### config.mk
export PLATFORM = sky130hd
export DESIGN_NAME = hte_ctrl
export DESIGN_NICKNAME = d
export VERILOG_FILES = /design/src/design/hte_pkg.sv /design/src/design/hte_ctrl.sv
export SDC_FILE = /design/constraint.sdc
export NUM_CORES = 1
export LEC_CHECK = 0
export ABC_AREA = 1
export ABC_CLOCK_PERIOD_IN_PS = 1200
export BUFFER_PORTS_ARGS = -buffer_cell sky130_fd_sc_hd__buf_2
export CORE_AREA = 2 2 39 41
export CTS_CLUSTER_SIZE = 24
export DETAILED_ROUTE_END_ITERATION = 6
export DIE_AREA = 0 0 41 43
export SLEW_MARGIN = 20
export SYNTH_ARGS = -nofsm -noshare
export SYNTH_HDL_FRONTEND = slang
export SYNTH_SLANG_ARGS = --single-unit
### constraint.sdc
create_clock -name clk -period 1.2 [get_ports clk]
set_input_delay 0.06 -clock clk [delete_from_list [all_inputs] [get_ports clk]]
set_output_delay 0.06 -clock clk [all_outputs]
set_load 0.03 [all_outputs]
### src/design/hte_pkg.sv
// types and constants shared by the huffman table encoder modules
`timescale 1ns / 1ps

package hte_pkg;

    localparam int CODE_W  = 32;
    localparam int LEN_W   = 6;
    localparam int ENTRY_W = LEN_W + CODE_W;
    localparam int PEND_W  = 7;
    localparam int CNT_W   = 3;
    localparam int ACC_W   = PEND_W + CODE_W;
    localparam int TOTAL_W = 6;

    localparam logic [1:0] ACT_LOAD   = 2'd0;
    localparam logic [1:0] ACT_ENCODE = 2'd1;
    localparam logic [1:0] ACT_FLUSH  = 2'd2;

    localparam logic [1:0] KIND_DATA  = 2'd0;
    localparam logic [1:0] KIND_COUNT = 2'd1;
    localparam logic [1:0] KIND_ERROR = 2'd2;

    typedef struct packed {
        logic [1:0]        action;
        logic [7:0]        symbol;
        logic [CODE_W-1:0] code_bits;
        logic [LEN_W-1:0]  code_length;
    } hte_item_t;

    typedef struct packed {
        logic [7:0] out_byte;
        logic [1:0] out_kind;
        logic       is_last;
    } hte_result_t;

    typedef struct packed {
        logic accept;
        logic lookup;
        logic emit;
        logic flush_pad;
        logic flush_cnt;
    } hte_cmd_t;

    typedef struct packed {
        logic enc_error;
        logic enc_has_byte;
        logic more_bytes;
    } hte_status_t;

endpackage

### src/design/hte_ctrl.sv
// controller state machine of the huffman table encoder
`timescale 1ns / 1ps

module hte_ctrl
    import hte_pkg::*;
(
    input  logic        clk,
    input  logic        rst_n,
    input  logic        start,
    input  logic [1:0]  action,
    input  hte_status_t status,
    output hte_cmd_t    cmd,
    output logic        busy
);

    typedef enum logic [4:0] {
        ST_IDLE      = 5'b00001,
        ST_LOOKUP    = 5'b00010,
        ST_EMIT      = 5'b00100,
        ST_FLUSH_PAD = 5'b01000,
        ST_FLUSH_CNT = 5'b10000
    } state_t;

    state_t state_reg;
    state_t state_next;
    logic   accept;

    assign busy   = (state_reg != ST_IDLE);
    assign accept = start && !busy;

    always_comb
    begin
        state_next = state_reg;
        case (state_reg)
            ST_IDLE:
            begin
                if (accept && action == ACT_ENCODE)
                begin
                    state_next = ST_LOOKUP;
                end
                else if (accept && action == ACT_FLUSH)
                begin
                    state_next = ST_FLUSH_PAD;
                end
            end
            ST_LOOKUP:
            begin
                if (!status.enc_error && status.enc_has_byte)
                begin
                    state_next = ST_EMIT;
                end
                else
                begin
                    state_next = ST_IDLE;
                end
            end
            ST_EMIT:
            begin
                if (!status.more_bytes)
                begin
                    state_next = ST_IDLE;
                end
            end
            ST_FLUSH_PAD:
            begin
                state_next = ST_FLUSH_CNT;
            end
            ST_FLUSH_CNT:
            begin
                state_next = ST_IDLE;
            end
            default:
            begin
                state_next = ST_IDLE;
            end
        endcase
    end

    always_ff @(posedge clk or negedge rst_n)
    begin
        if (!rst_n)
        begin
            state_reg <= ST_IDLE;
        end
        else
        begin
            state_reg <= state_next;
        end
    end

    assign cmd.accept    = accept;
    assign cmd.lookup    = (state_reg == ST_LOOKUP);
    assign cmd.emit      = (state_reg == ST_EMIT);
    assign cmd.flush_pad = (state_reg == ST_FLUSH_PAD);
    assign cmd.flush_cnt = (state_reg == ST_FLUSH_CNT);

endmodule

==> results of run 1 <==
[stage by stage]
step | power (mW) | setup slack [ns]
2_1_floorplan | 0.489 | -0.0149
3_3_place_gp | 0.551 | 0.0668
3_5_place_dp | 0.558 | 0.0342
4_1_cts | 0.873 | -0.116
5_1_grt | 1.01 | -0.152
6_report | 0.943 | -0.0955
[worst max path at each step]
stage	to	cells after the start
5_1_grt	cmd[4]	5
3_5_place_dp	cmd[4]	5
2_1_floorplan	cmd[0]	3
4_1_cts	cmd[0]	3
6_report	cmd[2]	3
3_3_place_gp	cmd[4]	5
[worst register-to-register path, stage by stage, from the launching register on]
cell,delay (ns)
dfstp_2,0.57
nand2_2,0.07
nor2_4,0.12
buf_4,0.11
buf_4,0.10
nand3_2,0.06
nand2_1,0.06
nand2_1,0.05
[power groups by stage]
| stage | logic, mW | registers [mW] | clock network [mW] |
|---|---|---|---|
| 6_report | 0.515 | 0.238 | 0.190 |
| 5_1_grt | 0.563 | 0.242 | 0.208 |
| 4_1_cts | 0.436 | 0.239 | 0.198 |
| 3_5_place_dp | 0.318 | 0.240 | 0 |
| 3_3_place_gp | 0.314 | 0.238 | 0 |
| 2_1_floorplan | 0.253 | 0.236 | 0 |
[what timing repair did]
action	CTS	global route
setup buffers	6	3
pin swaps	4	7
hold buffers	1	0
hold endpoints to repair	5	0
endpoints found under the setup margin	6	7
resized for setup	14	6
[layer usage]
layer / vias to the layer above / wire length (um) / GRT usage (%)
met3: 3 / 39 / 4.71
met2: 9 / 431 / 17.5
met4: 0 / 23 / 8.00
met5: - / 0 / 0
li1: 187 / - / -
met1: 178 / 316 / 11.8
[placed cells by master, fill, tap and decap left out]
| master | n |
|---|---|
| buf_4 | 10 |
| inv_1 | 7 |
| buf_2 | 7 |
| buf_6 | 6 |
| nor2_1 | 5 |
| nand4_1 | 4 |
| inv_2 | 3 |
| nand2_2 | 3 |
| nand2_1 | 3 |
| clkbuf_4 | 3 |
| dfrtp_1 | 3 |
| nor2_4 | 2 |
| nor3_2 | 2 |
| inv_4 | 1 |
| nor2_2 | 1 |
| nand4_2 | 1 |
| nor4_4 | 1 |
| nor4_2 | 1 |
| nand3_2 | 1 |
| a21oi_1 | 1 |
| clkbuf_1 | 1 |
| dlygate4sd3_1 | 1 |
| dfstp_2 | 1 |
| dfrtp_2 | 1 |
[cell families after synthesis]
kind of cell	after synthesis	synth area share, %
buffers and inverters	12	15.0
AND/OR/NAND/NOR	24	44.6
flip-flops	5	38.8
AO/OA/AOI/OAI	1	1.54
[cell type report]
cell class	instances	area, um2	area share [%]
multi-input cells	25	184	31.2
well taps	16	20.0	3.40
clock buffers	4	26.3	4.46
flip-flops and latches	5	128	21.7
repair buffers	24	188	31.8
inverters	11	43.8	7.43
==> Flow_metrics.wiki, run 1 <==
{| class="wikitable"
! Metric !! Value
|-
| Switching part of the total || 38.3%
|-
| Skew-Pair Late Insertion Delay || roughly 0.24 ns
|-
| Most numerous cell types in the synthesized netlist || inv_1, nor2_1, nand2_1
|-
| YS warnings || 0
|-
| MaxCap Viol Count || 0
|-
| Buffer and inverter count on the worst path || 2
|-
| Number of nets produced by synthesis || 50
|-
| Maximum frequency from static timing analysis || 772 MHz
|-
| Net switching component of the power || 361 uW
|-
| Violation count after the first detailed-route iteration || 3
|-
| Clock network fraction of design power || 20.2%
|-
| Synth-to-layout area growth || 81.2%
|-
| Final period demand of the worst path || approximately 1.3 ns
|-
| Avg Inst Size Synth || 7.75 um2
|-
| Die Width || 41 um
|-
| Post-route clock skew || 0.000709 ns
|-
| Worst flop-to-flop path startpoint || state_reg[0]$_DFFE_PN1P_
|-
| GPL Wtd Cong || 0.679
|-
| Dpl cell area || 428 um2
|-
| Post-Syn Area || around 330 um2
|-
| CTS root buffer || clkbuf_4
|-
| DIE AREA || 1760 um2
|-
| Count of antenna-violating nets left after detailed routing || 0
|-
| Filler cell count in the final layout || 141
|-
| Antenna Diode Count || 0
|-
| Remaining routing DRC violations || 0
|-
| Most common cell in the netlist || inv_1
|-
| Cell types occupying the most area after synthesis || dfrtp_1, inv_1, dfstp_2
|-
| FF-to-FF End || state_reg[0]$_DFFE_PN1P_
|-
| Ratio of cells with drive above 1 in the final layout || approximately 64%
|-
| Total global routing overflow || 0
|-
| Crit path max-delay cell type || dfrtp_2
|-
| Clock Pin Slew Worst Setup and Hold Paths || 0.04 ns
|-
| Final Worst Setup Slack || -0.0955 ns
|-
| Maximum number of pins on one net before global-route repair || 7
|-
| Area share of the leading cell type in the synthesized netlist || a little under a third
|-
| Number of flip-flops under the largest register name || 5
|-
| Routed length per placed instance || 9.53 um
|-
| Data required time of the critical path || 1.14 ns
|-
| Run status || finished, violations left
|-
| Die Ht || 43 um
|-
| Launch point of the worst hold path || action[1]
|-
| Count of TritonRoute iterations in the first routing pass || 2
|-
| Failing checks || setup timing
|-
| Kind of end point of the critical path || primary output
|-
| Final WL || 810 um
|-
| Count of endpoints failing setup in the final report || 7
|-
| Peak ir drop on the vdd network || 0.502 mV
|-
| Yosys reg bits || 5
|-
| Cells after synthesis || between 40 and 50
|-
| Cell breakdown of the critical path || buf_6 -> nor4_2 -> buf_4
|-
| Slew of the pin with the lowest slew margin || ~0.2 ns
|-
| Async S/R FF share, synth || 100%
|-
| Core region area || 1380 um2
|-
| Fraction of power consumed by sequential logic || 25.2%
|-
| Number of cells on the worst reg-to-reg path || 7
|-
| Count of H-tree levels built during CTS || 1
|-
| Cell taking the most area after synthesis || dfrtp_1
|-
| Antenna violations before repair || 0
|-
| Global routing usage summed across all routing layers || between 10% and 20%
|-
| Peak per-stage delay on the critical path || between 0.4 and 0.5 ns
|-
| Type of the worst min-delay path || in2reg
|-
| Start-to-end type of the worst setup path || reg2out
|-
| Startpoint kind of the worst setup timing path || flip-flop
|-
| Final-report max-slew violation count || 0
|-
| Number of global-route vias before repair || 358
|-
| Fraction of the yosys area taken by sequential cells || between 30% and 40%
|-
| First-pass GRT wire length || roughly 1.3 mm
|-
| Worst-case hold slack || 0.0129 ns
|-
| Non-filler instance count after layout || 85
|-
| Crit Path Max Fanout || 3
|-
| Flop-to-flop setup slack || -0.01 ns
|-
| Setup TNS Final || -0.455 ns
|-
| Endpoint of the worst hold-timing path || state_reg[1]$_DFFE_PN0P_
|-
| Nets || a little under 80
|-
| TritonCTS clock tree || yes
|-
| Via count || 377
|-
| Number of top-level pins || 14
|-
| Via count normalized by instance count || 4.44
|-
| Final count of hold timing violations || 0
|-
| Pwr dens || between 1500 and 2000 nW/um2
|-
| Static leakage || 0.319 nW
|-
| Detailed-placement wirelength estimate || 590 um
|-
| Most common flop cell mapped by yosys || dfrtp_1
|-
| Post-layout utilization of the core || 42.6%
|-
| Final design instance area without fill || between 500 and 600 um2
|-
| Number of synthesized flops with an enable pin || 0
|-
| Crit share post-route || 108%
|-
| CTS Buf Count || 3
|-
| Arrival time at the worst endpoint || 1.24 ns
|-
| Internal Power || roughly 580 uW
|-
| Unique masters post-synth || 16
|-
| Headroom to the max-slew limit || 86.5%
|-
| Total number of placement rows || 14
|-
| Clock tree buffer depth || 2
|-
| Initial Util || between 20% and 30%
|-
| RSZ-0062 raised after global routing || true
|-
| Count of placed standard cells including taps || 71
|-
| Combinational share of power || 54.6%
|-
| Port-buffer cells || 13
|-
| CP Launch Point || state_reg[3]$_DFFE_PN0P_
|-
| Worst hold path stage count || 2
|-
| # clock sinks || 5
|-
| Cell family with most CP delay || flip-flops
|}
(Power assumes the default switching activity.)
==> inputs of run 2 (changes only) <==
--- a/config.mk
+++ b/config.mk
@@ -6,7 +6,7 @@
 export NUM_CORES = 1
 export LEC_CHECK = 0
 export ABC_AREA = 1
-export ABC_CLOCK_PERIOD_IN_PS = 1200
+export ABC_CLOCK_PERIOD_IN_PS = 1150
 export BUFFER_PORTS_ARGS = -buffer_cell sky130_fd_sc_hd__buf_2
 export CORE_AREA = 2 2 39 41
 export CTS_CLUSTER_SIZE = 24
==> constraint.sdc (replaced) <==
create_clock -name clk -period 1.15 [get_ports clk]
set_input_delay 0.0575 -clock clk [delete_from_list [all_inputs] [get_ports clk]]
set_output_delay 0.0575 -clock clk [all_outputs]
set_load 0.03 [all_outputs]
==> run 2 against run 1 <==
  * The flow still finishes with violations (setup timing)
  * Die area is the same
  * Total power grew 4.9%
  * Wire length shrank 8.1%
  * Critical path depth grew 2
  * Hold slack gained 0.0021 ns
  * Final cell count shrank 4.7%
  * Final area shrank 4.2%
  * Clock skew is essentially flat
==> Flow_metrics.wiki, run 2 (synthesis gave the netlist of run 1 again) <==
{| class="wikitable"
! Metric !! Value
|-
| Run status || finished, violations left (unchanged)
|-
| Failing checks || setup timing (unchanged)
|-
| FF-to-FF End || state_reg[0]$_DFFE_PN1P_ (unchanged)
|-
| Worst flop-to-flop path startpoint || state_reg[0]$_DFFE_PN1P_ (unchanged)
|-
| Crit Path Max Fanout || 4 (was 3)
|-
| Post-route clock skew || 0.000842 ns (was 0.000709 ns)
|-
| Static leakage || 0.298 nW (was 0.319 nW)
|-
| Routed length per placed instance || 9.19 um (was 9.53 um)
|-
| CP Launch Point || state_reg[0]$_DFFE_PN1P_ (was state_reg[3]$_DFFE_PN0P_)
|-
| MaxCap Viol Count || 0 (unchanged)
|-
| Remaining routing DRC violations || 0 (unchanged)
|-
| Die Ht || 43 um (unchanged)
|-
| Most used cells in the layout excluding fill and tap cells || buf_4, buf_2, inv_1 (was buf_4, inv_1, buf_2)
|-
| Nets || 74 (was 78)
|-
| Count of H-tree levels built during CTS || 1 (unchanged)
|-
| Arrival time at the worst endpoint || 1.26 ns (was 1.24 ns)
|-
| Total number of placement rows || 14 (unchanged)
|-
| Net switching component of the power || 389 uW (was 361 uW)
|-
| Met2 capacity usage during global routing || 16.6% (was 17.5%)
|-
| Grt peak-use layer || met2 (unchanged)
|-
| # clock sinks || 5 (unchanged)
|-
| Detailed-placement wirelength estimate || 568 um (was 590 um)
|-
| Number of global-route vias before repair || 353 (was 358)
|-
| Port-buffer cells || 13 (unchanged)
|-
| Start-to-end type of the worst setup path || reg2out (unchanged)
|-
| Clock tree buffer depth || 2 (unchanged)
|-
| Headroom to the max-slew limit || 86.9% (was 86.5%)
|-
| First-pass GRT wire length || 1.28 mm (was 1.30 mm)
|-
| Peak ir drop on the vdd network || 0.548 mV (was 0.502 mV)
|-
| Startpoint kind of the worst setup timing path || flip-flop (unchanged)
|-
| Type of the worst min-delay path || in2reg (unchanged)
|-
| Antenna violations before repair || 0 (unchanged)
|-
| Count of TritonRoute iterations in the first routing pass || 3 (was 2)
|-
| Final WL || 744 um (was 810 um)
|-
| Skew-Pair Late Insertion Delay || 0.24 ns (about the same)
|-
| Synth-to-layout area growth || 73.5% (was 81.2%)
|-
| Total global routing overflow || 0 (unchanged)
|-
| Slew of the pin with the lowest slew margin || 0.195 ns (was 0.201 ns)
|-
| Capture point of the worst path || cmd[4] (was cmd[2])
|-
| Core region area || 1380 um2 (unchanged)
|-
| Switching part of the total || 39.3% (was 38.3%)
|-
| Antenna Diode Count || 0 (unchanged)
|-
| Combinational share of power || 54.0% (was 54.6%)
|-
| Clock Pin Slew Worst Setup and Hold Paths || 0.04 ns (about the same)
|-
| TritonCTS clock tree || yes (unchanged)
|-
| Setup TNS Final || -0.900 ns (was -0.455 ns)
|-
| Internal Power || 601 uW (was 582 uW)
|-
| DIE AREA || 1760 um2 (unchanged)
|-
| Pwr dens || 1750 nW/um2 (was 1600 nW/um2)
|-
| Final design instance area without fill || 564 um2 (was 589 um2)
|-
| Maximum number of pins on one net before global-route repair || 7 (unchanged)
|-
| Violation count after the first detailed-route iteration || 3 (unchanged)
|-
| Final period demand of the worst path || 1.32 ns
|-
| Via count normalized by instance count || 4.28 (was 4.44)
|-
| Number of top-level pins || 14 (unchanged)
|-
| CTS root buffer || clkbuf_4 (unchanged)
|-
| CTS Buf Count || 3 (unchanged)
|-
| Final-report max-slew violation count || 0 (unchanged)
|-
| GR met1 Demand/Resource || 12.1% (was 11.8%)
|-
| Global routing usage summed across all routing layers || 10.6% (was 11.4%)
|-
| Filler cell count in the final layout || 155 (was 141)
|-
| Leading cell type in the layout, fill and taps excluded || buf_4 (unchanged)
|-
| Fraction of power consumed by sequential logic || 25.8% (was 25.2%)
|-
| Count of antenna-violating nets left after detailed routing || 0 (unchanged)
|-
| GPL Wtd Cong || 0.665 (was 0.679)
|-
| Data required time of the critical path || 1.09 ns (was 1.14 ns)
|-
| Crit share post-route || 114%
|-
| Final count of hold timing violations || 0 (unchanged)
|-
| Die Width || 41 um (unchanged)
|-
| Maximum frequency from static timing analysis || 760 MHz
|-
| Via count || 347 (was 377)
|-
| Number of flip-flops under the largest register name || 5 (unchanged)
|-
| Kind of end point of the critical path || primary output (unchanged)
|-
| Initial Util || 23.5% (unchanged)
|-
| Flop-to-flop setup slack || -0.08 ns (was -0.01 ns)
|-
| Final Worst Setup Slack || -0.166 ns (was -0.0955 ns)
|-
| Dpl cell area || 443 um2 (was 428 um2)
|-
| Clock network fraction of design power || 20.1% (was 20.2%)
|-
| Count of endpoints failing setup in the final report || 8 (was 7)
|-
| Ratio of cells with drive above 1 in the final layout || 66.2% (was 63.8%)
|-
| RSZ-0062 raised after global routing || true (unchanged)
|-
| Global-route track usage on met3 || 3.14% (was 4.71%)
|-
| Number of cells on the worst reg-to-reg path || 7 (unchanged)
|}
[run 2: how the worst min path moves through the flow]
stage / endpoint / depth (start not counted) / from
floorplan: state_reg[1]$_DFFE_PN0P_ / 0 / rst_n
global placement: state_reg[4]$_DFFE_PN0P_ / 1 / rst_n
detailed placement: state_reg[3]$_DFFE_PN0P_ / 1 / rst_n
CTS: state_reg[1]$_DFFE_PN0P_ / 2 / action[1]
global route: state_reg[1]$_DFFE_PN0P_ / 2 / action[1]
finish: state_reg[1]$_DFFE_PN0P_ / 2 / action[1]
[run 2: repair_timing]
action | CTS | global route
pin swaps | 5 | 7
gates cloned | 0 | 0
endpoints found under the hold margin | 5 | 0
hold buffers | 1 | 0
setup buffers | 2 | 1
resized for setup | 18 | 3
endpoints found under the setup margin | 6 | 7
[run 2: metrics by stage]
stage	instances	total power, mW	utilization, %	hold slack (ns)	worst slack, ns
final	81	0.990	40.8	0.0150	-0.166
after detailed placement	73	0.608	32.0	-0.126	0.00526
after CTS	80	0.954	39.5	0.00424	-0.178
after global placement	73	0.603	32.0	-0.128	0.0334
after global routing	81	1.06	40.8	0.00706	-0.224
after floorplan	42	0.510	-	-0.238	-0.0624
[run 2: per-layer routing]
metal,wire [um],up-vias
met3,37,0
met2,396,8
met4,0,0
li1,-,179
met1,310,160
met5,0,-
[run 2: worst max-delay path, stage by stage, from the launching register on]
cell	delay [ns]
dfstp_2	0.58
nand2_2	0.08
nor2_4	0.12
nand2_2	0.07
inv_2	0.05
buf_6	0.11
[run 2: power by group through the flow]
stage / sequential [mW] / clock, mW / combinational [mW]
floorplan: 0.246 / 0 / 0.264
global placement: 0.242 / 0 / 0.361
detailed placement: 0.244 / 0 / 0.365
CTS: 0.255 / 0.207 / 0.493
global route: 0.259 / 0.220 / 0.579
finish: 0.256 / 0.199 / 0.535
[run 2: cell type report]
class | count | area, um2 | area share, %
repair buffers | 20 | 146 | 25.9
flip-flops and latches | 5 | 128 | 22.6
inverters | 11 | 41.3 | 7.32
multi-input cells | 25 | 203 | 35.9
well taps | 16 | 20.0 | 3.55
clock buffers | 4 | 26.3 | 4.66
